$ cat config.mk
export PLATFORM = sky130hd
export DESIGN_NAME = smbt_ram
export DESIGN_NICKNAME = d
export VERILOG_FILES = /design/src/rtl/smbt_ram.sv
export SDC_FILE = /design/constraint.sdc
export NUM_CORES = 2
export LEC_CHECK = 0
export BUFFER_PORTS_ARGS = -buffer_cell sky130_fd_sc_hd__buf_2
export CORE_ASPECT_RATIO = 0.9
export CORE_MARGIN = 1.5
export CORE_UTILIZATION = 30
export DETAILED_ROUTE_END_ITERATION = 10
export SLEW_MARGIN = 20
export SYNTH_ARGS = -nofsm -noshare
export SYNTH_HDL_FRONTEND = slang
export SYNTH_SLANG_ARGS = --single-unit
$ cat constraint.sdc
create_clock -name clock -period 9 [get_ports clock]
set_input_delay 0 -clock clock [delete_from_list [all_inputs] [get_ports clock]]
set_output_delay 0 -clock clock [all_outputs]
set_load 0.01 [all_outputs]
$ cat src/rtl/smbt_ram.sv
// ---------------------------------------------------------------------------
// smbt_ram : generic simple dual-port RAM
// One write port, one read port, read data registered.
// ---------------------------------------------------------------------------
`default_nettype none

module smbt_ram #(
   parameter int WIDTH      = 32,
   parameter int DEPTH      = 64,
   parameter int ADDR_WIDTH = (DEPTH > 1) ? $clog2(DEPTH) : 1
) (
   input  wire logic                  clock,
   input  wire logic                  wr_en,
   input  wire logic [ADDR_WIDTH-1:0] wr_addr,
   input  wire logic [WIDTH-1:0]      wr_data,
   input  wire logic [ADDR_WIDTH-1:0] rd_addr,
   output logic      [WIDTH-1:0]      rd_data
);

   logic [WIDTH-1:0] mem_ff [DEPTH];
   logic [WIDTH-1:0] rd_data_ff;

   always_ff @(posedge clock) begin
      if (wr_en) begin
         mem_ff[wr_addr] <= wr_data;
      end
      rd_data_ff <= mem_ff[rd_addr];
   end

   assign rd_data = rd_data_ff;

endmodule

`default_nettype wire

==> summary.txt <==
Run status
  – Run status: finished, final reports clean

Worst setup path
  – CP endpoint kind: flop
  – Worst R2R Start: mem_ff[11][1]$_DFFE_PP_
  – CP Class: input port to flop
  – Worst EP required: 9.70 ns
  – Critical Path Start: rd_addr[3]
  – CP max FO: 44
  – Crit path DAT: 4.31 ns
  – CP Launch Type: input port

STA
  – Setup Skew: 0.0331 ns
  – Setup_tns: 0 ns
  – Final WS setup: 5.39 ns
  – Final hold vios: 0
  – F_max: 277 MHz
  – Final setup vio count: 0
  – Fin. max-slew vios: 0
  – Worst relative slew slack: 0.232
  – RSZ-0062 raised after global routing: false
  – Crit path time final: 3.61 ns
  – Actual slew at the worst max-slew pin: 1.14 ns
  – Final period util: 0.402

Die
  – DIE AREA: 265000 sq um
  – Die Y: 488 um
  – Initial Util: 0.303
  – Core ar.: 259000 sq um
  – FP Rows: 177
  – I/O pins: 78
  – Die width: 542 um

Place
  – RePlAce Congestion: 0.764
  – Worst slack, placed: 4.70 ns
  – PortBufs: 77
  – DP HPWL: 112000 um
  – Cells after DPL: 6826
  – DP Area: 83900 sq um

Final layout
  – Nets@finish: 3610
  – Non-Filler Instances: 7217
  – Finished Cell Area: 90200 sq um
  – Ratio of cells with drive above 1 in the final layout: 0.288
  – Layout filler cell count: 23745
  – Layout Area Growth over Synthesis: 14.9%
  – Final Core Density: 0.348

Worst hold path
  – Worst hold path type: input port to flop
  – Hold Crit Start: wr_addr[4]

Logic synthesis
  – Primary FF master, synth: edfxtp_1
  – Synth top area cells: edfxtp_1, mux4_2, mux2i_1
  – Post-synth EDFFs: 2048
  – Yosys top cell by area: edfxtp_1
  – Warnings, synthesis: 0
  – Synthesized Nets: 3370
  – Compound-Gate Fraction of Synth Area: 0.0167
  – Ys async rst share: 0
  – Post-Synth XOR/XNOR Area: 0
  – Post-synthesis sequential element count: 2080
  – Seq/Total Area, Yosys: 0.791
  – Post-Synth Adder-Cell Area: 0
  – Post-Syn Area: 78500 sq um
  – Syn Inst Count: 3324
  – Top-area cell type share of the netlist area: 0.783
  – Simple-gate share of the synthesized area: 0.0127
  – Syn_area_per_cell: 23.6 sq um
  – Largest family of logic cells by synthesized area: multiplexers
  – Netlist cell types: 34
  – Post-synthesis mux area share: 0.168

Global route
  – Antenna violations before repair: 31
  – Overall routing resource usage: 0.156
  – GRT overflow: 0
  – Vias in the first global route: 37375
  – Global-route wire length before repair: 291000 um
  – Largest net degree at the start of global routing: 155

Clock network
  – H-tree Lvls: 4
  – Clk_lat worst skew: 0.83 ns
  – Clk buf depth: 3
  – Clock tree root driver cell: clkbuf_16
  – Clk slew on worst S/H paths: 0.06 ns
  – CTS tree: yes
  – Sink Count: 2080
  – Num CTS Buffers: 188

Run
  – Maxcap violations: 0

Routing
  – DR vias: 37274
  – Vias per std cell: 5.16
  – DRT antenna net count: 0
  – Post-Route WL: 210000 um
  – TritonRoute pass-1 iters: 5
  – Iter 0 DRT Violations: 5222
  – Post-route DRC: 0
  – Routed len/inst: 29.1 um

Power and ir drop
  – VDD IR max: 0.200 mV
  – Cell area power density: 217 nW/um^2
  – Leak Pwr: 0.0274 uW
==> synth_stat cells, types with 2 or more instances <==
| library cell | count |
|---|---|
| a22oi_1 | 12 |
| clkbuf_1 | 74 |
| or3b_2 | 3 |
| nand3_1 | 5 |
| dfxtp_1 | 32 |
| mux2i_1 | 93 |
| a311oi_1 | 8 |
| nand2b_1 | 8 |
| a21oi_1 | 62 |
| buf_2 | 57 |
| mux4_2 | 544 |
| and3_1 | 4 |
| nor3_1 | 7 |
| o22ai_1 | 84 |
| or3_1 | 3 |
| nand4_1 | 2 |
| or3b_1 | 2 |
| nor2b_1 | 15 |
| a41o_1 | 4 |
| buf_1 | 21 |
| nand3b_1 | 5 |
| o32ai_1 | 4 |
| and2_1 | 2 |
| buf_4 | 25 |
| nand2_1 | 26 |
| edfxtp_1 | 2048 |
| o221ai_1 | 27 |
| nor2_1 | 137 |
| buf_6 | 5 |
==> state kept, by name (all words and copies together) (netlist names) <==
signal and count:
mem_ff 2048, rd_data 32
==> routing by layer <==
layer / track usage / up-vias / wire [um]
met5: 0 / - / 48
met4: 0.0450 / 8 / 5030
met3: 0.0403 / 281 / 21600
met2: 0.234 / 1877 / 94600
met1: 0.224 / 20357 / 88500
li1: - / 14751 / -
==> cell type report <==
| cell class | instances | area [sq um] | share of cell area |
|---|---|---|---|
| diodes | 4 | 10.0 | 0.000111 |
| clock buffers | 250 | 5140 | 0.0570 |
| clock inverters | 99 | 802 | 0.00889 |
| multi-input cells | 1062 | 16000 | 0.177 |
| flip-flops and latches | 2080 | 62100 | 0.689 |
| well taps | 3490 | 4370 | 0.0484 |
| repair buffers | 232 | 1780 | 0.0197 |
==> power breakdown <==
part / leakage (uW) / internal, uW / switching [uW] / total (uW)
logic: 0.00578 / 362 / 635 / 997
clock network: 0.00291 / 4330 / 3530 / 7860
registers: 0.0187 / 10700 / 47.1 / 10800
==> through the flow <==
| step | power [uW] | hold WS, ns |
|---|---|---|
| finish | 19600 | 0.0713 |
| global route | 20200 | 0.0664 |
| CTS | 19800 | 0.00138 |
| detailed placement | 12000 | 0.398 |
| global placement | 12000 | 0.402 |
| floorplan | 11500 | 0.0989 |
==> worst paths after layout <==
| check | end | slack, ns | depth (start not counted) |
|---|---|---|---|
| worst max-delay path | rd_data[21]$_DFF_P_ | 5.39 | 9 |
| worst min-delay path | mem_ff[51][17]$_DFFE_PP_ | 0.07 | 3 |
| worst max register to register | rd_data[1]$_DFF_P_ | 6.53 | 4 |
| worst min register to register | rd_data[4]$_DFF_P_ | 0.75 | 4 |
==> logic make-up after synthesis <==
group / Yosys count
buffers and inverters: 182
multiplexers: 637
flip-flops: 2080
AND/OR/NAND/NOR: 223
AO/OA/AOI/OAI: 202
==> cell usage in the layout, fill, tap and decap left out, types with 4 or more instances in the layout <==
| cell | netlist | layout |
|---|---|---|
| clkbuf_1 | 74 | 46 |
| diode_2 | 0 | 4 |
| nand3_1 | 5 | 5 |
| nor2_1 | 137 | 75 |
| clkinvlp_4 | 0 | 5 |
| mux2i_1 | 93 | 93 |
| buf_2 | 57 | 58 |
| a21oi_1 | 62 | 61 |
| o32ai_1 | 4 | 4 |
| dlygate4sd3_1 | 0 | 38 |
| nor3_1 | 7 | 5 |
| a311oi_1 | 8 | 6 |
| o22ai_1 | 84 | 84 |
| and3_1 | 4 | 4 |
| edfxtp_1 | 2048 | 2048 |
| mux4_2 | 544 | 544 |
| buf_4 | 25 | 127 |
| clkbuf_8 | 0 | 12 |
| nand2_1 | 26 | 26 |
| buf_12 | 0 | 5 |
| clkbuf_16 | 0 | 192 |
| nor2b_1 | 15 | 14 |
| nand2b_1 | 8 | 5 |
| clkinv_2 | 0 | 32 |
| nand3b_1 | 5 | 5 |
| nor2_4 | 0 | 62 |
| a41o_1 | 4 | 4 |
| o221ai_1 | 27 | 27 |
| a22oi_1 | 12 | 12 |
| bufinv_16 | 0 | 11 |
| clkinv_1 | 0 | 42 |
| dfxtp_1 | 32 | 32 |
==> critical path, stage by stage <==
cell	delay [ns]
dlygate4sd3_1	0.55
buf_6	0.48
buf_4	0.70
buf_4	0.66
nand2b_1	0.83
o22ai_1	0.23
nor2_1	0.13
a21oi_1	0.25
nor2_1	0.41
==> repair_timing <==
item,in CTS,in global routing
setup endpoints to repair,0,0
gates resized for setup,0,0
hold buffers,38,0
buffers inserted,0,0
endpoints found under the hold margin,1697,0
No activity file was read; power rests on OpenSTA's default activity.
