--- src/rtl/smbt_pkg.sv ---
// ---------------------------------------------------------------------------
// smbt_pkg : shared types and constants of the scaled GEMM (B transposed)
// Command codes, register indexes, sequencer states and the control struct
// that the sequencer hands to the shared multiply-accumulate unit.
// ---------------------------------------------------------------------------
`default_nettype none

package smbt_pkg;

   // defaults of the top-level parameters
   localparam int DEF_MAX_DIM    = 8;
   localparam int DEF_ELEM_WIDTH = 32;

   // fixed field widths
   localparam int CMD_WIDTH       = 2;
   localparam int IDX_WIDTH       = 3;
   localparam int VALUE_WIDTH     = 32;
   localparam int DIM_WIDTH       = 4;
   localparam int SCALE_WIDTH     = 32;
   localparam int CSR_INDEX_WIDTH = 3;
   localparam int CSR_DATA_WIDTH  = 32;

   // arithmetic widths: one 32x32 signed multiplier, Q16.16
   localparam int MUL_WIDTH  = 32;
   localparam int PROD_WIDTH = 2 * MUL_WIDTH;
   localparam int FRAC_BITS  = 16;
   // shifted product plus headroom for up to eight terms
   localparam int ACC_WIDTH  = PROD_WIDTH - FRAC_BITS + 4;

   localparam logic [DIM_WIDTH-1:0]          DIM_RESET   = 4'd8;
   localparam logic signed [SCALE_WIDTH-1:0] SCALE_RESET = 32'sd65536;

   // register indexes
   localparam logic [CSR_INDEX_WIDTH-1:0] REG_NUM_ROWS  = 3'd0;
   localparam logic [CSR_INDEX_WIDTH-1:0] REG_NUM_COLS  = 3'd1;
   localparam logic [CSR_INDEX_WIDTH-1:0] REG_INNER_LEN = 3'd2;
   localparam logic [CSR_INDEX_WIDTH-1:0] REG_ALPHA     = 3'd3;
   localparam logic [CSR_INDEX_WIDTH-1:0] REG_BETA      = 3'd4;

   typedef enum logic [CMD_WIDTH-1:0] {
      CMD_LOAD_A = 2'd0,
      CMD_LOAD_B = 2'd1,
      CMD_LOAD_C = 2'd2,
      CMD_RUN    = 2'd3
   } cmd_type;

   typedef enum logic [3:0] {
      ST_IDLE,
      ST_DOT_RD,
      ST_DOT_MUL,
      ST_DOT_ACC,
      ST_SUM,
      ST_MUL_C,
      ST_MUL_BETA,
      ST_FINAL,
      ST_OUT
   } state_type;

   typedef enum logic [1:0] {
      OPS_AB,
      OPS_ALPHA_C,
      OPS_BETA_SUM
   } opsel_type;

   typedef enum logic [1:0] {
      ACC_HOLD,
      ACC_CLEAR,
      ACC_LOAD,
      ACC_ADD
   } acc_op_type;

   typedef struct packed {
      logic       mul_en;
      opsel_type  opsel;
      acc_op_type acc_op;
      logic       sum_en;
   } mac_ctrl_type;

   typedef struct packed {
      logic [DIM_WIDTH-1:0] num_rows;
      logic [DIM_WIDTH-1:0] num_cols;
      logic [DIM_WIDTH-1:0] inner_len;
   } dims_type;

endpackage

`default_nettype wire

--- src/rtl/smbt_mac.sv ---
// ---------------------------------------------------------------------------
// smbt_mac : shared multiply / shift / accumulate / saturate unit
// One registered 32x32 signed multiplier, Q16.16 shift, accumulator and
// saturation; also holds the saturated dot product for the beta term.
// ---------------------------------------------------------------------------
`default_nettype none

module smbt_mac #(
   parameter int ELEM_WIDTH = smbt_pkg::DEF_ELEM_WIDTH
) (
   input  wire logic                                      clock,
   input  wire smbt_pkg::mac_ctrl_type                    ctrl,
   input  wire logic signed [ELEM_WIDTH-1:0]              a_data,
   input  wire logic signed [ELEM_WIDTH-1:0]              b_data,
   input  wire logic signed [ELEM_WIDTH-1:0]              c_data,
   input  wire logic signed [smbt_pkg::SCALE_WIDTH-1:0]   alpha,
   input  wire logic signed [smbt_pkg::SCALE_WIDTH-1:0]   beta,
   output logic      signed [ELEM_WIDTH-1:0]              result
);

   import smbt_pkg::*;

   localparam logic signed [ACC_WIDTH-1:0] SAT_HI =
      ACC_WIDTH'((longint'(1) <<< (ELEM_WIDTH - 1)) - longint'(1));
   localparam logic signed [ACC_WIDTH-1:0] SAT_LO = -SAT_HI - ACC_WIDTH'(1);

   logic signed [MUL_WIDTH-1:0]  mul_a;
   logic signed [MUL_WIDTH-1:0]  mul_b;
   logic signed [PROD_WIDTH-1:0] prod_ff;
   logic signed [PROD_WIDTH-1:0] prod_in;
   logic signed [ACC_WIDTH-1:0]  prod_sh;
   logic signed [ACC_WIDTH-1:0]  acc_ff;
   logic signed [ACC_WIDTH-1:0]  acc_in;
   logic signed [ELEM_WIDTH-1:0] sum_ff;
   logic signed [ELEM_WIDTH-1:0] sum_in;
   logic signed [ELEM_WIDTH-1:0] acc_sat;

   // operand select
   always_comb begin
      case (ctrl.opsel)
         OPS_AB: begin
            mul_a = MUL_WIDTH'(a_data);
            mul_b = MUL_WIDTH'(b_data);
         end
         OPS_ALPHA_C: begin
            mul_a = MUL_WIDTH'(alpha);
            mul_b = MUL_WIDTH'(c_data);
         end
         OPS_BETA_SUM: begin
            mul_a = MUL_WIDTH'(beta);
            mul_b = MUL_WIDTH'(sum_ff);
         end
         default: begin
            mul_a = '0;
            mul_b = '0;
         end
      endcase
   end

   assign prod_in = ctrl.mul_en ? (mul_a * mul_b) : prod_ff;

   // arithmetic shift right by the fraction width
   assign prod_sh = ACC_WIDTH'(signed'(prod_ff[PROD_WIDTH-1:FRAC_BITS]));

   always_comb begin
      case (ctrl.acc_op)
         ACC_HOLD:  acc_in = acc_ff;
         ACC_CLEAR: acc_in = '0;
         ACC_LOAD:  acc_in = prod_sh;
         ACC_ADD:   acc_in = acc_ff + prod_sh;
         default:   acc_in = acc_ff;
      endcase
   end

   always_comb begin
      if (acc_ff > SAT_HI) begin
         acc_sat = SAT_HI[ELEM_WIDTH-1:0];
      end else if (acc_ff < SAT_LO) begin
         acc_sat = SAT_LO[ELEM_WIDTH-1:0];
      end else begin
         acc_sat = acc_ff[ELEM_WIDTH-1:0];
      end
   end

   assign sum_in = ctrl.sum_en ? acc_sat : sum_ff;

   always_ff @(posedge clock) begin
      prod_ff <= prod_in;
      acc_ff  <= acc_in;
      sum_ff  <= sum_in;
   end

   assign result = acc_sat;

endmodule

`default_nettype wire

--- config.mk ---
export PLATFORM = sky130hd
export DESIGN_NAME = smbt_mac
export DESIGN_NICKNAME = d
export VERILOG_FILES = /design/src/rtl/smbt_pkg.sv /design/src/rtl/smbt_mac.sv
export SDC_FILE = /design/constraint.sdc
export NUM_CORES = 2
export LEC_CHECK = 0
export ABC_CLOCK_PERIOD_IN_PS = 9400
export BUFFER_PORTS_ARGS = -buffer_cell sky130_fd_sc_hd__buf_2
export CAP_MARGIN = 20
export CORE_ASPECT_RATIO = 1.2
export CORE_MARGIN = 4
export CORE_UTILIZATION = 49
export DETAILED_ROUTE_END_ITERATION = 8
export PLACE_DENSITY_LB_ADDON = 0.15
export REMOVE_ABC_BUFFERS = 1
export SLEW_MARGIN = 10
export SYNTH_ARGS = -nofsm -noshare
export SYNTH_HDL_FRONTEND = slang
export SYNTH_SLANG_ARGS = --single-unit
export TNS_END_PERCENT = 100
--- constraint.sdc ---
create_clock -name clock -period 9.4 [get_ports clock]
set_clock_uncertainty 0.1 [all_clocks]
set_input_delay 0.94 -clock clock [delete_from_list [all_inputs] [get_ports clock]]
set_output_delay 0.94 -clock clock [all_outputs]
set_load 0.01 [all_outputs]
==> flow_summary.json <==
{
  "outcome": "finished, final reports clean",
  "synthFlopType": "edfxtp_1",
  "fin_crit_ns": 9.300,
  "vias": 35950,
  "grt_max_degree": 62,
  "port_buffers": 198,
  "slew_viol_final": 0,
  "required_ns": 9.47,
  "setup.worst_path.end_class": "register",
  "coreArea_um2": 88140,
  "yosysMostFrequentCell": "fa_1",
  "area_growth_pct": 19.85,
  "rows": 119,
  "worst_pin_slew_ns": 0.9583,
  "grt_pass1_wl_mm": 233.0,
  "die_area_um2": 94180,
  "synth_seq_cells": 132,
  "slowest_stage": "a21oi_1",
  "yosys.area.top_type": "fa_1",
  "cts_made_buffers": 17,
  "netlist-cell-type-count": 67,
  "synthesis.area_um2": 43760,
  "ys_seq_area_share_pct": 9.058,
  "die_width_um": 280.8,
  "whs_ns": 0.4930,
  "crit_fanout": 9,
  "wl_mm": 154.7,
  "async_flop_share_pct": 0,
  "slew_headroom_pct": 36.12,
  "initial_core_util_pct": 49.65,
  "vias_per_cell": 5.484,
  "route.detailed.drc": 0,
  "cp_slowest_stage_delay_ns": 0.70,
  "hold_violations": 0,
  "hold_class": "register to register",
  "clock_latency_ns": 0.43,
  "antenna_found_initial": 7,
  "grt-ovfl-total": 0,
  "drtIter0Drc": 2623,
  "hpwl_mm": 136.0,
  "gp_congestion": 1.009,
  "netlist_instances": 4741,
  "path_class": "input port to register",
  "synth_edf_count": 132,
  "dieHeight_um": 335.4,
  "syn_avg_cell_area_um2": 9.231,
  "crit_top_cell": "fa_1",
  "synth.top_cells.by_area": "fa_1, edfxtp_1, inv_1",
  "fin_crit_sh_pct": 98.93,
  "root_buffer": "clkbuf_16",
  "yosysTopAreaCellShare_pct": 49.50,
  "ys_warn_count": 0,
  "clock_path_buffers": 2,
  "fmax_mhz": 107.5,
  "ioPinCount": 199,
  "drive_above_1_share_pct": 17.95,
  "final_core_util_pct": 59.50,
  "cts_sinks": 132,
  "cp.arrival_ns": 9.37,
  "cts_tree": "yes",
  "ant_nets": 0,
  "clk_pin_slew_ns": 0.06,
  "worst_setup_path_start_kind": "input port",
  "synth_common_cells": "fa_1, inv_1, nor2_1",
  "htreeDepth": 4,
  "maxCapViolCount": 0,
  "cts_hold_buf": 0,
  "wl_per_cell_um": 23.60,
  "grtUsageTotal_pct": 33.62,
  "dr.pass1.iters": 5,
  "grt_pass1_vias": 38920,
  "fin_nets": 6873,
  "setup-violations-final": 0
}
worst paths after layout:
kind | startpoint | end | slack, ns | cells after the start
setup / recovery | ctrl[3] | prod_ff[44] | 0.10 | 34
hold reg to reg | acc_ff[12] | sum_ff[12] | 0.49 | 2
hold / removal | acc_ff[12] | sum_ff[12] | 0.49 | 2
setup reg to reg | sum_ff[15] | prod_ff[44] | 0.99 | 29
cell families (layout without fill, tap and decap cells):
| kind of cell | count (synthesis) | in the layout | synth area share [%] |
|---|---|---|---|
| multiplexers | 101 | 101 | 2.310 |
| buffers and inverters | 1173 | 1837 | 10.10 |
| AO/OA/AOI/OAI | 480 | 480 | 7.096 |
| XOR/XNOR | 106 | 106 | 2.121 |
| flip-flops | 132 | 132 | 9.058 |
| adder cells (fa/ha/maj) | 1313 | 1313 | 56.10 |
| other | 0 | 2 | 0 |
| AND/OR/NAND/NOR | 1436 | 1436 | 13.21 |
flip-flops by register name (all words and copies together) (netlist names):
| name | count |
|---|---|
| sum_ff | 32 |
| acc_ff | 52 |
| prod_ff | 48 |
through the flow:
stage,cells,setup TNS (ns),cell area (um^2),setup WS (ns)
detailed placement,6516,-9.553,51480,-0.5981
global placement,6516,-8.886,51480,-0.5450
floorplan,4522,-4.520,42920,-0.6831
CTS,6547,0,52170,0.02767
finish,6556,0,52450,0.1004
global route,6555,-0.03099,52450,-0.02509
area by class of cell:
type                    instances  area (um^2)
multi-input cells            3436        35730
fillers                      7845        35700
repair buffers                852         7076
flip-flops and latches        132         3964
inverters                     954         3581
well taps                    1149         1438
clock buffers                  18        429.2
clock inverters                13        231.5
diodes                          2        5.005
placed cells by master, fill, tap and decap left out, drive strengths merged, types with 69 or more instances in the layout:
cell type | synthesis | layout
a21oi | 150 | 150
o21ai | 97 | 97
nand2 | 625 | 625
buf | 10 | 852
fa | 1082 | 1082
ha | 231 | 231
xnor2 | 69 | 69
inv | 952 | 953
edfxtp | 132 | 132
mux2i | 101 | 101
nor2 | 647 | 647
a21o | 97 | 97
worst max-delay path: cells and delay by family:
| family | cells | cell delay [ns] |
|---|---|---|
| xor+xnor | 1 | 0.15 |
| buf+inv | 12 | 1.48 |
| fa+ha+maj | 9 | 4.19 |
| simple gates | 8 | 1.16 |
| compound gates | 4 | 1.40 |
metal layers:
metal,up-vias,GRT usage [%],share of wire (%)
met3,476,4.715,6.6
met5,-,0,0.034
met1,18320,38.94,35
li1,15640,-,-
met4,8,22.40,8.8
met2,1508,58.24,50
timing repair:
item	in CTS	in global routing
resized for setup	4	37
endpoints found under the setup margin	10	23
pin swaps	0	4
buffers inserted	0	7
Power is not shown: default switching activity piles up to over one toggle a cycle in this logic, so the estimate is an artifact.
