## config.mk

```make
export PLATFORM = sky130hd
export DESIGN_NAME = smbt_seq
export DESIGN_NICKNAME = d
export VERILOG_FILES = /design/src/rtl/smbt_pkg.sv /design/src/rtl/smbt_seq.sv
export SDC_FILE = /design/constraint.sdc
export NUM_CORES = 1
export LEC_CHECK = 0
export ABC_CLOCK_PERIOD_IN_PS = 2600
export BUFFER_PORTS_ARGS = -buffer_cell sky130_fd_sc_hd__buf_2
export CAP_MARGIN = 25
export CORE_MARGIN = 2
export CORE_UTILIZATION = 54
export DETAILED_ROUTE_END_ITERATION = 6
export GPL_TIMING_DRIVEN = 0
export PLACE_DENSITY = 0.84
export SLEW_MARGIN = 20
export SYNTH_ARGS = -nofsm -noshare
export SYNTH_HDL_FRONTEND = slang
export SYNTH_SLANG_ARGS = --single-unit
```

## constraint.sdc

```tcl
create_clock -name clock -period 2.6 [get_ports clock]
set_input_delay 0.52 -clock clock [delete_from_list [all_inputs] [get_ports clock]]
set_output_delay 0.52 -clock clock [all_outputs]
set_load 0.02 [all_outputs]
```

## src/rtl/smbt_pkg.sv

```systemverilog
// ---------------------------------------------------------------------------
// smbt_pkg : shared types and constants of the scaled GEMM (B transposed)
// Command codes, register indexes, sequencer states and the control struct
// that the sequencer hands to the shared multiply-accumulate unit.
// ---------------------------------------------------------------------------
`default_nettype none

package smbt_pkg;

   // defaults of the top-level parameters
   localparam int DEF_MAX_DIM    = 8;
   localparam int DEF_ELEM_WIDTH = 32;

   // fixed field widths
   localparam int CMD_WIDTH       = 2;
   localparam int IDX_WIDTH       = 3;
   localparam int VALUE_WIDTH     = 32;
   localparam int DIM_WIDTH       = 4;
   localparam int SCALE_WIDTH     = 32;
   localparam int CSR_INDEX_WIDTH = 3;
   localparam int CSR_DATA_WIDTH  = 32;

   // arithmetic widths: one 32x32 signed multiplier, Q16.16
   localparam int MUL_WIDTH  = 32;
   localparam int PROD_WIDTH = 2 * MUL_WIDTH;
   localparam int FRAC_BITS  = 16;
   // shifted product plus headroom for up to eight terms
   localparam int ACC_WIDTH  = PROD_WIDTH - FRAC_BITS + 4;

   localparam logic [DIM_WIDTH-1:0]          DIM_RESET   = 4'd8;
   localparam logic signed [SCALE_WIDTH-1:0] SCALE_RESET = 32'sd65536;

   // register indexes
   localparam logic [CSR_INDEX_WIDTH-1:0] REG_NUM_ROWS  = 3'd0;
   localparam logic [CSR_INDEX_WIDTH-1:0] REG_NUM_COLS  = 3'd1;
   localparam logic [CSR_INDEX_WIDTH-1:0] REG_INNER_LEN = 3'd2;
   localparam logic [CSR_INDEX_WIDTH-1:0] REG_ALPHA     = 3'd3;
   localparam logic [CSR_INDEX_WIDTH-1:0] REG_BETA      = 3'd4;

   typedef enum logic [CMD_WIDTH-1:0] {
      CMD_LOAD_A = 2'd0,
      CMD_LOAD_B = 2'd1,
      CMD_LOAD_C = 2'd2,
      CMD_RUN    = 2'd3
   } cmd_type;

   typedef enum logic [3:0] {
      ST_IDLE,
      ST_DOT_RD,
      ST_DOT_MUL,
      ST_DOT_ACC,
      ST_SUM,
      ST_MUL_C,
      ST_MUL_BETA,
      ST_FINAL,
      ST_OUT
   } state_type;

   typedef enum logic [1:0] {
      OPS_AB,
      OPS_ALPHA_C,
      OPS_BETA_SUM
   } opsel_type;

   typedef enum logic [1:0] {
      ACC_HOLD,
      ACC_CLEAR,
      ACC_LOAD,
      ACC_ADD
   } acc_op_type;

   typedef struct packed {
      logic       mul_en;
      opsel_type  opsel;
      acc_op_type acc_op;
      logic       sum_en;
   } mac_ctrl_type;

   typedef struct packed {
      logic [DIM_WIDTH-1:0] num_rows;
      logic [DIM_WIDTH-1:0] num_cols;
      logic [DIM_WIDTH-1:0] inner_len;
   } dims_type;

endpackage

`default_nettype wire

```

## src/rtl/smbt_seq.sv

```systemverilog
// ---------------------------------------------------------------------------
// smbt_seq : run sequencer
// Walks p, q and r, steps the shared unit through the dot product and the
// alpha/beta scaling, and marks each result element.
// ---------------------------------------------------------------------------
`default_nettype none

module smbt_seq #(
   parameter int MAX_DIM   = smbt_pkg::DEF_MAX_DIM,
   parameter int CNT_WIDTH = (MAX_DIM > 1) ? $clog2(MAX_DIM) : 1
) (
   input  wire logic                    clock,
   input  wire logic                    reset,
   input  wire logic                    run_go,
   input  wire smbt_pkg::dims_type      dims,
   output smbt_pkg::mac_ctrl_type       ctrl,
   output logic [CNT_WIDTH-1:0]         p_idx,
   output logic [CNT_WIDTH-1:0]         q_idx,
   output logic [CNT_WIDTH-1:0]         r_idx,
   output logic                         busy,
   output logic                         c_wr,
   output logic                         rsp_strobe,
   output logic                         rsp_is_last
);

   import smbt_pkg::*;

   state_type state_ff, state_in;
   logic [CNT_WIDTH-1:0] p_ff, p_in, q_ff, q_in, r_ff, r_in;
   logic p_last, q_last, r_last, run_ok, skip_dot;

   assign p_last   = (DIM_WIDTH'(p_ff) + DIM_WIDTH'(1)) == dims.num_rows;
   assign q_last   = (DIM_WIDTH'(q_ff) + DIM_WIDTH'(1)) == dims.num_cols;
   assign r_last   = (DIM_WIDTH'(r_ff) + DIM_WIDTH'(1)) == dims.inner_len;
   assign run_ok   = run_go && (dims.num_rows != '0) && (dims.num_cols != '0);
   assign skip_dot = (dims.inner_len == '0);

   // next state
   always_comb begin
      state_in = state_ff;
      case (state_ff)
         ST_IDLE: begin
            if (run_ok) begin
               state_in = skip_dot ? ST_SUM : ST_DOT_RD;
            end
         end
         ST_DOT_RD:   state_in = ST_DOT_MUL;
         ST_DOT_MUL:  state_in = ST_DOT_ACC;
         ST_DOT_ACC:  state_in = r_last ? ST_SUM : ST_DOT_RD;
         ST_SUM:      state_in = ST_MUL_C;
         ST_MUL_C:    state_in = ST_MUL_BETA;
         ST_MUL_BETA: state_in = ST_FINAL;
         ST_FINAL:    state_in = ST_OUT;
         ST_OUT: begin
            if (p_last && q_last) begin
               state_in = ST_IDLE;
            end else begin
               state_in = skip_dot ? ST_SUM : ST_DOT_RD;
            end
         end
         default: state_in = ST_IDLE;
      endcase
   end

   // outputs
   always_comb begin
      ctrl.mul_en = 1'b0;
      ctrl.opsel  = OPS_AB;
      ctrl.acc_op = ACC_HOLD;
      ctrl.sum_en = 1'b0;
      c_wr        = 1'b0;
      rsp_strobe  = 1'b0;
      busy        = 1'b1;
      case (state_ff)
         ST_IDLE: begin
            busy        = 1'b0;
            ctrl.acc_op = ACC_CLEAR;
         end
         ST_DOT_RD: begin
         end
         ST_DOT_MUL: begin
            ctrl.mul_en = 1'b1;
         end
         ST_DOT_ACC: begin
            ctrl.acc_op = ACC_ADD;
         end
         ST_SUM: begin
            ctrl.sum_en = 1'b1;
         end
         ST_MUL_C: begin
            ctrl.mul_en = 1'b1;
            ctrl.opsel  = OPS_ALPHA_C;
         end
         ST_MUL_BETA: begin
            ctrl.mul_en = 1'b1;
            ctrl.opsel  = OPS_BETA_SUM;
            ctrl.acc_op = ACC_LOAD;
         end
         ST_FINAL: begin
            ctrl.acc_op = ACC_ADD;
         end
         ST_OUT: begin
            ctrl.acc_op = ACC_CLEAR;
            c_wr        = 1'b1;
            rsp_strobe  = 1'b1;
         end
         default: begin
            busy = 1'b0;
         end
      endcase
   end

   assign rsp_is_last = rsp_strobe && p_last && q_last;

   // index counters
   always_comb begin
      p_in = p_ff;
      q_in = q_ff;
      r_in = r_ff;
      case (state_ff)
         ST_IDLE: begin
            if (run_go) begin
               p_in = '0;
               q_in = '0;
               r_in = '0;
            end
         end
         ST_DOT_ACC: begin
            r_in = r_last ? '0 : r_ff + CNT_WIDTH'(1);
         end
         ST_OUT: begin
            r_in = '0;
            if (q_last) begin
               q_in = '0;
               p_in = p_ff + CNT_WIDTH'(1);
            end else begin
               q_in = q_ff + CNT_WIDTH'(1);
            end
         end
         default: begin
         end
      endcase
   end

   always_ff @(posedge clock) begin
      if (reset) begin
         state_ff <= ST_IDLE;
         p_ff     <= '0;
         q_ff     <= '0;
         r_ff     <= '0;
      end else begin
         state_ff <= state_in;
         p_ff     <= p_in;
         q_ff     <= q_in;
         r_ff     <= r_in;
      end
   end

   assign p_idx = p_ff;
   assign q_idx = q_ff;
   assign r_idx = r_ff;

endmodule

`default_nettype wire

```

==> results.json, run 1 <==
{
  "run_status": "finished, final reports clean",
  "core_ar_um2": 1922,
  "commonest_cells_in_the_synthesized_netlist": "sky130_fd_sc_hd__nor2_1, sky130_fd_sc_hd__nand2_1, sky130_fd_sc_hd__dfxtp_1",
  "buffering_stage_count_on_the_worst_path_with_inverters_included": 1,
  "timing.critical_path.slowest_stage_cell": "sky130_fd_sc_hd__xor3_1",
  "cts_tree": "yes",
  "setup-tns-final_ns": 0,
  "number_of_global_route_vias_before_repair": 1003,
  "normalized_max_slew_margin_pct": 66.52,
  "async_reset_ff_share_pct": 0,
  "mappedNetlistArea_um2": 1084,
  "critPathLaunchType": "flop",
  "ys_warn_count": 0,
  "vias_per_cell": 5.495,
  "remaining_drc_errors": 0,
  "effective_utilization_at_floorplan_pct": 56.38,
  "finalWorstPathRequiredPeriod_ns": 2.454,
  "setup.worst_path.end_class": "primary output",
  "post-route-period-util_pct": 94.40,
  "cts_num_sinks": 13,
  "placer_s_final_routability_congestion_estimate": 0.8663,
  "synth_net_count": 144,
  "antenna_found_initial": 0,
  "report.final.slew_viol_count": 0,
  "final_layout_size_suffix_gt1_share_pct": 34.97,
  "final_hold_violating_endpoints": 0,
  "clk_transition_reported_paths_ns": 0.09,
  "vias": 1044,
  "fp.dieW_um": 48.80,
  "cts_setup_buffers": 0,
  "port_buffers": 33,
  "critical_path.cell_chain": "ha_1 -> xor3_1 -> nor4_2 -> and4_1 -> buf_2",
  "worst_path_class_setup": "reg2out",
  "detail_route.wirelength_um": 2465,
  "synth_cells": 126,
  "number_of_primary_i_o_pins": 34,
  "detail_route.iter0.violations": 15,
  "worst_slew_pin_slew_ns": 0.5022,
  "wl_per_cell_um": 12.97,
  "synthDominantAreaCellType": "sky130_fd_sc_hd__dfxtp_1",
  "area_growth_syn_to_layout_pct": 20.90,
  "irDropWorstVdd_uv": 594.2,
  "pin_count_of_the_biggest_net_entering_global_routing": 11,
  "detailed_place_hpwl_um": 1974,
  "hold-worst-slack_ns": 0.4284,
  "cts_buffer_depth": 2,
  "tritoncts.num_buffers": 3,
  "fin_util_pct": 68.16,
  "drt_pass1_iterations": 4,
  "rsz0062_at_grt": "no",
  "fmax_ghz": 0.4074,
  "design.final.nets": 182,
  "synth-seq-cells": 13,
  "residual_antenna_violating_net_count_after_detailed_routing": 0,
  "setup_viol": 0,
  "clock_tree.htree_level_count": 1,
  "critical_path.max_fanout": 6,
  "timing.max_cap.violations": 0,
  "num_rows": 16,
  "synth.lib_cells_used.distinct": 49,
  "cts.root.buffer_cell": "sky130_fd_sc_hd__clkbuf_4",
  "antennaDiodeCount": 0,
  "critical_path.max_stage_delay_ns": 0.38,
  "power.leakage_nw": 0.5870,
  "grt_pass1_wl_um": 4436,
  "die_h_um": 48.80,
  "yosys_most_used_dff": "sky130_fd_sc_hd__dfxtp_1",
  "grt.overflow.total": 0,
  "synth_edf_count": 0,
  "fp.dieArea_um2": 2381,
  "critical_path_at_ns": 1.93,
  "critPathTopFamily": "simple AND/OR/NAND/NOR gates",
  "synth.most_common_cell": "sky130_fd_sc_hd__nor2_1",
  "synth_largest_type_area_fraction_pct": 24.02,
  "worst_ep_required_time_ns": 2.08,
  "power-per-cell-area_nw_per_um2": 593.5,
  "register_area_share_after_synthesis_pct": 24.02,
  "clock-skew-final_ns": 0.002192,
  "postSynthAreaPerCell_um2": 8.600,
  "global_route.usage.total_pct": 23.28,
  "worst_hold_path_type": "in2reg",
  "clk_latency_worst_skew_pair_ns": 0.28,
  "post_synth_main_area_contributors": "sky130_fd_sc_hd__dfxtp_1, sky130_fd_sc_hd__nor2_1, sky130_fd_sc_hd__nand2_1"
}
[registers in the layout, indices dropped and copies added, names as in the netlist]
name and cells:
p_idx 3, q_idx 3, r_idx 3, state_ff 4
[kinds of logic after synthesis]
family / Yosys count / share of synthesized area (%)
multiplexers: 3 / 3.348
flip-flops: 13 / 24.02
adder cells (fa/ha/maj): 3 / 3.465
AO/OA/AOI/OAI: 26 / 17.67
AND/OR/NAND/NOR: 60 / 31.87
buffers and inverters: 9 / 5.542
XOR/XNOR: 12 / 14.09
[power by group]
group / internal (mW) / switching, mW / total (mW)
combinational: 0.167 / 0.235 / 0.402
clock: 0.0595 / 0.0723 / 0.132
sequential: 0.216 / 0.0275 / 0.244
total: 0.443 / 0.335 / 0.777
[metrics by stage]
| step | std cells | cell area (µm²) | total power [mW] | setup WS, ns |
|---|---|---|---|---|
| 4_1_cts | 190 | 1309 | 0.7770 | 0.09157 |
| 6_report | 190 | 1310 | 0.7774 | 0.1457 |
| 2_1_floorplan | 126 | 1084 | 0.5467 | 0.4710 |
| 3_3_place_gp | 186 | 1282 | 0.6366 | 0.4661 |
| 3_5_place_dp | 186 | 1282 | 0.6459 | 0.4087 |
| 5_1_grt | 190 | 1310 | 0.8343 | 0.05086 |
[final cells by class]
class                   instances  area, µm²
multi-input cells             104      763.2
repair buffers                 33      165.2
flip-flops and latches         13      261.5
well taps                      27      33.78
inverters                       3      11.26
clock buffers                   4      26.28
fillers                       180      611.8
plain buffers                   6      48.80
[layer usage]
| metal | vias up | global-route usage (%) | share of wire (%) | routed length [µm] |
|---|---|---|---|---|
| li1 | 532 | - | - | - |
| met1 | 477 | 31.77 | 47 | 1167 |
| met2 | 31 | 38.36 | 47 | 1170 |
| met3 | 4 | 2.761 | 4.3 | 107 |
| met4 | 0 | 7.619 | 0.77 | 19 |
| met5 | - | 0 | 0 | 0 |
[worst paths after layout]
check,start,end,slack (ns),depth (start not counted)
max reg2reg,q_idx[0],p_idx[0],0.84,6
max,p_idx[0],rsp_is_last,0.15,5
min reg2reg,p_idx[1],p_idx[1],0.52,2
min,reset,state_ff[3],0.43,2
[cells in the final DEF (no fill, tap or decap), types with 2 or more instances in the layout]
cell                       Yosys  final
sky130_fd_sc_hd__buf_2         0     33
sky130_fd_sc_hd__nor2_1       15     15
sky130_fd_sc_hd__nand2_1      14     14
sky130_fd_sc_hd__dfxtp_1      13     12
sky130_fd_sc_hd__nor3_1        6      6
sky130_fd_sc_hd__xor2_1        5      5
sky130_fd_sc_hd__a21oi_1       5      5
sky130_fd_sc_hd__o21ai_0       4      4
sky130_fd_sc_hd__xnor2_1       4      4
sky130_fd_sc_hd__nand3b_1      4      4
sky130_fd_sc_hd__buf_4         3      3
sky130_fd_sc_hd__inv_1         3      3
sky130_fd_sc_hd__nand3_1       3      3
sky130_fd_sc_hd__ha_1          3      3
sky130_fd_sc_hd__clkbuf_4      0      3
sky130_fd_sc_hd__buf_6         2      2
sky130_fd_sc_hd__nor3_4        2      2
sky130_fd_sc_hd__nor4_2        2      2
sky130_fd_sc_hd__nand3_2       2      2
sky130_fd_sc_hd__nor2_2        2      2
sky130_fd_sc_hd__clkbuf_1      1      2
sky130_fd_sc_hd__a21o_1        2      2
sky130_fd_sc_hd__a22oi_1       2      2
sky130_fd_sc_hd__o211ai_1      2      2
[timing repair]
action | in CTS | in global routing
hold buffers | 0 | 0
gates resized for setup | 0 | 1
endpoints found under the setup margin | 0 | 1
endpoints found under the hold margin | 0 | 0
(Power assumes the default switching activity.)
==> run 2, diff against run 1 <==
ABC_CLOCK_PERIOD_IN_PS = 2400   (was 2600)
CELL_PAD_IN_SITES_DETAIL_PLACEMENT = 0   (was default)
CELL_PAD_IN_SITES_GLOBAL_PLACEMENT = 1   (was default)
CORE_UTILIZATION = 37   (was 54)
PLACE_DENSITY = default   (was 0.84)
PLACE_DENSITY_LB_ADDON = 0.1   (was default)
clock period = 2.4 ns   (was 2.6 ns; I/O delays follow)
==> run 2 against run 1 <==
Net effect: combinational power is 9.7% higher; largest cell class unchanged; clock power is 8% higher; largest power group unchanged; sequential power is 8% higher; core utilization is 19 points lower.
==> results.json, run 2 (same netlist as run 1, synthesis figures left out) <==
{
  "setup-tns-final_ns": 0,
  "power_frac_comb_pct": 52.0,
  "timing.max_cap.violations": 0,
  "register_area_um2": 266.5,
  "drt_pass1_iterations": 4,
  "worst_path_class_setup": "reg2out",
  "cts_num_sinks": 13,
  "mostFrequentLayoutCells": "sky130_fd_sc_hd__buf_2, sky130_fd_sc_hd__nor2_1, sky130_fd_sc_hd__nand2_1",
  "post-route-period-util_pct": 96.47,
  "clock_tree.htree_level_count": 1,
  "wl_per_cell_um": 13.59,
  "vias_per_cell": 5.362,
  "remaining_drc_errors": 0,
  "clock-skew-final_ns": 0.002240,
  "power.leakage_nw": 0.6029,
  "report.final.slew_viol_count": 0,
  "total_internal_power_mw": 0.4796,
  "detailed_place_hpwl_um": 2052,
  "residual_antenna_violating_net_count_after_detailed_routing": 0,
  "final_layout_size_suffix_gt1_share_pct": 37.58,
  "final_design_area_no_fill_um2": 1346,
  "die_h_um": 58.12,
  "normalized_max_slew_margin_pct": 65.05,
  "antenna_found_initial": 0,
  "critical_path.max_fanout": 6,
  "sw_power_mw": 0.3675,
  "final_hold_violating_endpoints": 0,
  "effective_utilization_at_floorplan_pct": 39.29,
  "placement.setup.worst_slack_ns": 0.2917,
  "fill_cells": 282,
  "ctsHoldBuffers": 0,
  "clk_transition_reported_paths_ns": 0.09,
  "detail_route.wirelength_um": 2663,
  "setup_ws_ns": 0.08467,
  "vias": 1051,
  "placer_s_final_routability_congestion_estimate": 0.7356,
  "fp.dieW_um": 58.12,
  "cts_tree": "yes",
  "fin_cells": 196,
  "power.share.switching_pct": 43.39,
  "largest_register_ffs": 4,
  "detail_route.iter0.violations": 15,
  "worst_ep_required_time_ns": 1.92,
  "fin_util_pct": 48.82,
  "run_status": "finished, final reports clean",
  "worst_slew_pin_slew_ns": 0.5242,
  "critPathLaunchType": "flop",
  "grt_pass1_wl_um": 4167,
  "hold_depth": 2,
  "area_growth_syn_to_layout_pct": 24.25,
  "critical_path_at_ns": 1.84,
  "hold-worst-slack_ns": 0.3952,
  "cts.root.buffer_cell": "sky130_fd_sc_hd__clkbuf_4",
  "rsz0062_at_grt": "no",
  "design.final.nets": 184,
  "detailed_place.area_um2": 1287,
  "core_ar_um2": 2758,
  "power.share.sequential_pct": 31.1,
  "most_common_cell_after_layout_fill_and_taps_aside": "sky130_fd_sc_hd__buf_2",
  "tritoncts.num_buffers": 3,
  "power-per-cell-area_nw_per_um2": 629.2,
  "setup_viol": 0,
  "footprint_of_the_multi_input_gates_um2": 774.5,
  "place_inst": 190,
  "worst_hold_path_type": "in2reg",
  "cts_buffer_depth": 2,
  "port_buffers": 33,
  "global_route.usage.total_pct": 16.12,
  "registers.top_by_ff_count": "state_ff",
  "pin_count_of_the_biggest_net_entering_global_routing": 11,
  "clk_latency_worst_skew_pair_ns": 0.28,
  "clock_power_share_pct": 16.9,
  "fmax_ghz": 0.4319,
  "fin_total_pwr_mw": 0.8471,
  "num_rows": 19,
  "r2r_cells": 6,
  "antennaDiodeCount": 0,
  "finalWorstPathRequiredPeriod_ns": 2.315,
  "grt.overflow.total": 0,
  "setup.worst_path.end_class": "primary output",
  "number_of_global_route_vias_before_repair": 899,
  "number_of_primary_i_o_pins": 34,
  "irDropWorstVdd_uv": 458.5,
  "fp.dieArea_um2": 3377
}
run 2: changes by cell type in the layout (fill, tap and decap cells not counted):
cell | previous run | this run
sky130_fd_sc_hd__buf_4 | 3 | 5
sky130_fd_sc_hd__dfxtp_1 | 12 | 10
sky130_fd_sc_hd__dfxtp_2 | 1 | 2
sky130_fd_sc_hd__dfxtp_4 | 0 | 1
sky130_fd_sc_hd__ha_1 | 3 | 2
sky130_fd_sc_hd__ha_2 | 0 | 1
sky130_fd_sc_hd__nor4_2 | 2 | 1
sky130_fd_sc_hd__nor4_4 | 0 | 1
run 2: worst paths after layout:
path             from           to  slack [ns]
min reg2reg  p_idx[1]     p_idx[1]        0.51
min             reset  state_ff[3]        0.40
max          p_idx[0]  rsp_is_last        0.08
max reg2reg  q_idx[0]     p_idx[0]        0.65
run 2: layer usage:
metal | wire (µm) | vias up | GRT usage, %
met1 | 1303 | 487 | 21.89
met2 | 1210 | 25 | 25.00
met4 | 42 | 0 | 7.973
met5 | 0 | - | 0
met3 | 106 | 4 | 2.232
li1 | - | 535 | -
run 2: area by class of cell:
| class | instances | share of cell area (%) |
|---|---|---|
| Multi-Input combinational cell | 104 | 57.53 |
| Sequential cell | 13 | 19.80 |
| Timing Repair Buffer | 35 | 13.38 |
| Buffer | 6 | 3.625 |
| Tap cell | 31 | 2.881 |
| Clock buffer | 4 | 1.952 |
| Inverter | 3 | 0.8364 |
run 2: critical path: stages (launching register included):
cell and delay (ns):
sky130_fd_sc_hd__dfxtp_4 0.38, sky130_fd_sc_hd__ha_2 0.21, sky130_fd_sc_hd__xor3_1 0.27, sky130_fd_sc_hd__nor4_4 0.32, sky130_fd_sc_hd__and4_1 0.22, sky130_fd_sc_hd__buf_2 0.16
run 2: timing repair:
item                       4_1_cts  5_1_grt
gates resized for setup          1        5
setup endpoints to repair        1        1
buffers inserted                 0        2
pin swaps                        0        2
run 2: power groups by stage:
stage | clock (mW) | sequential [mW] | combinational (mW)
floorplan | 0 | 0.268 | 0.324
global placement | 0 | 0.268 | 0.436
detailed placement | 0 | 0.270 | 0.441
CTS | 0.149 | 0.265 | 0.443
global route | 0.157 | 0.265 | 0.478
finish | 0.143 | 0.263 | 0.441
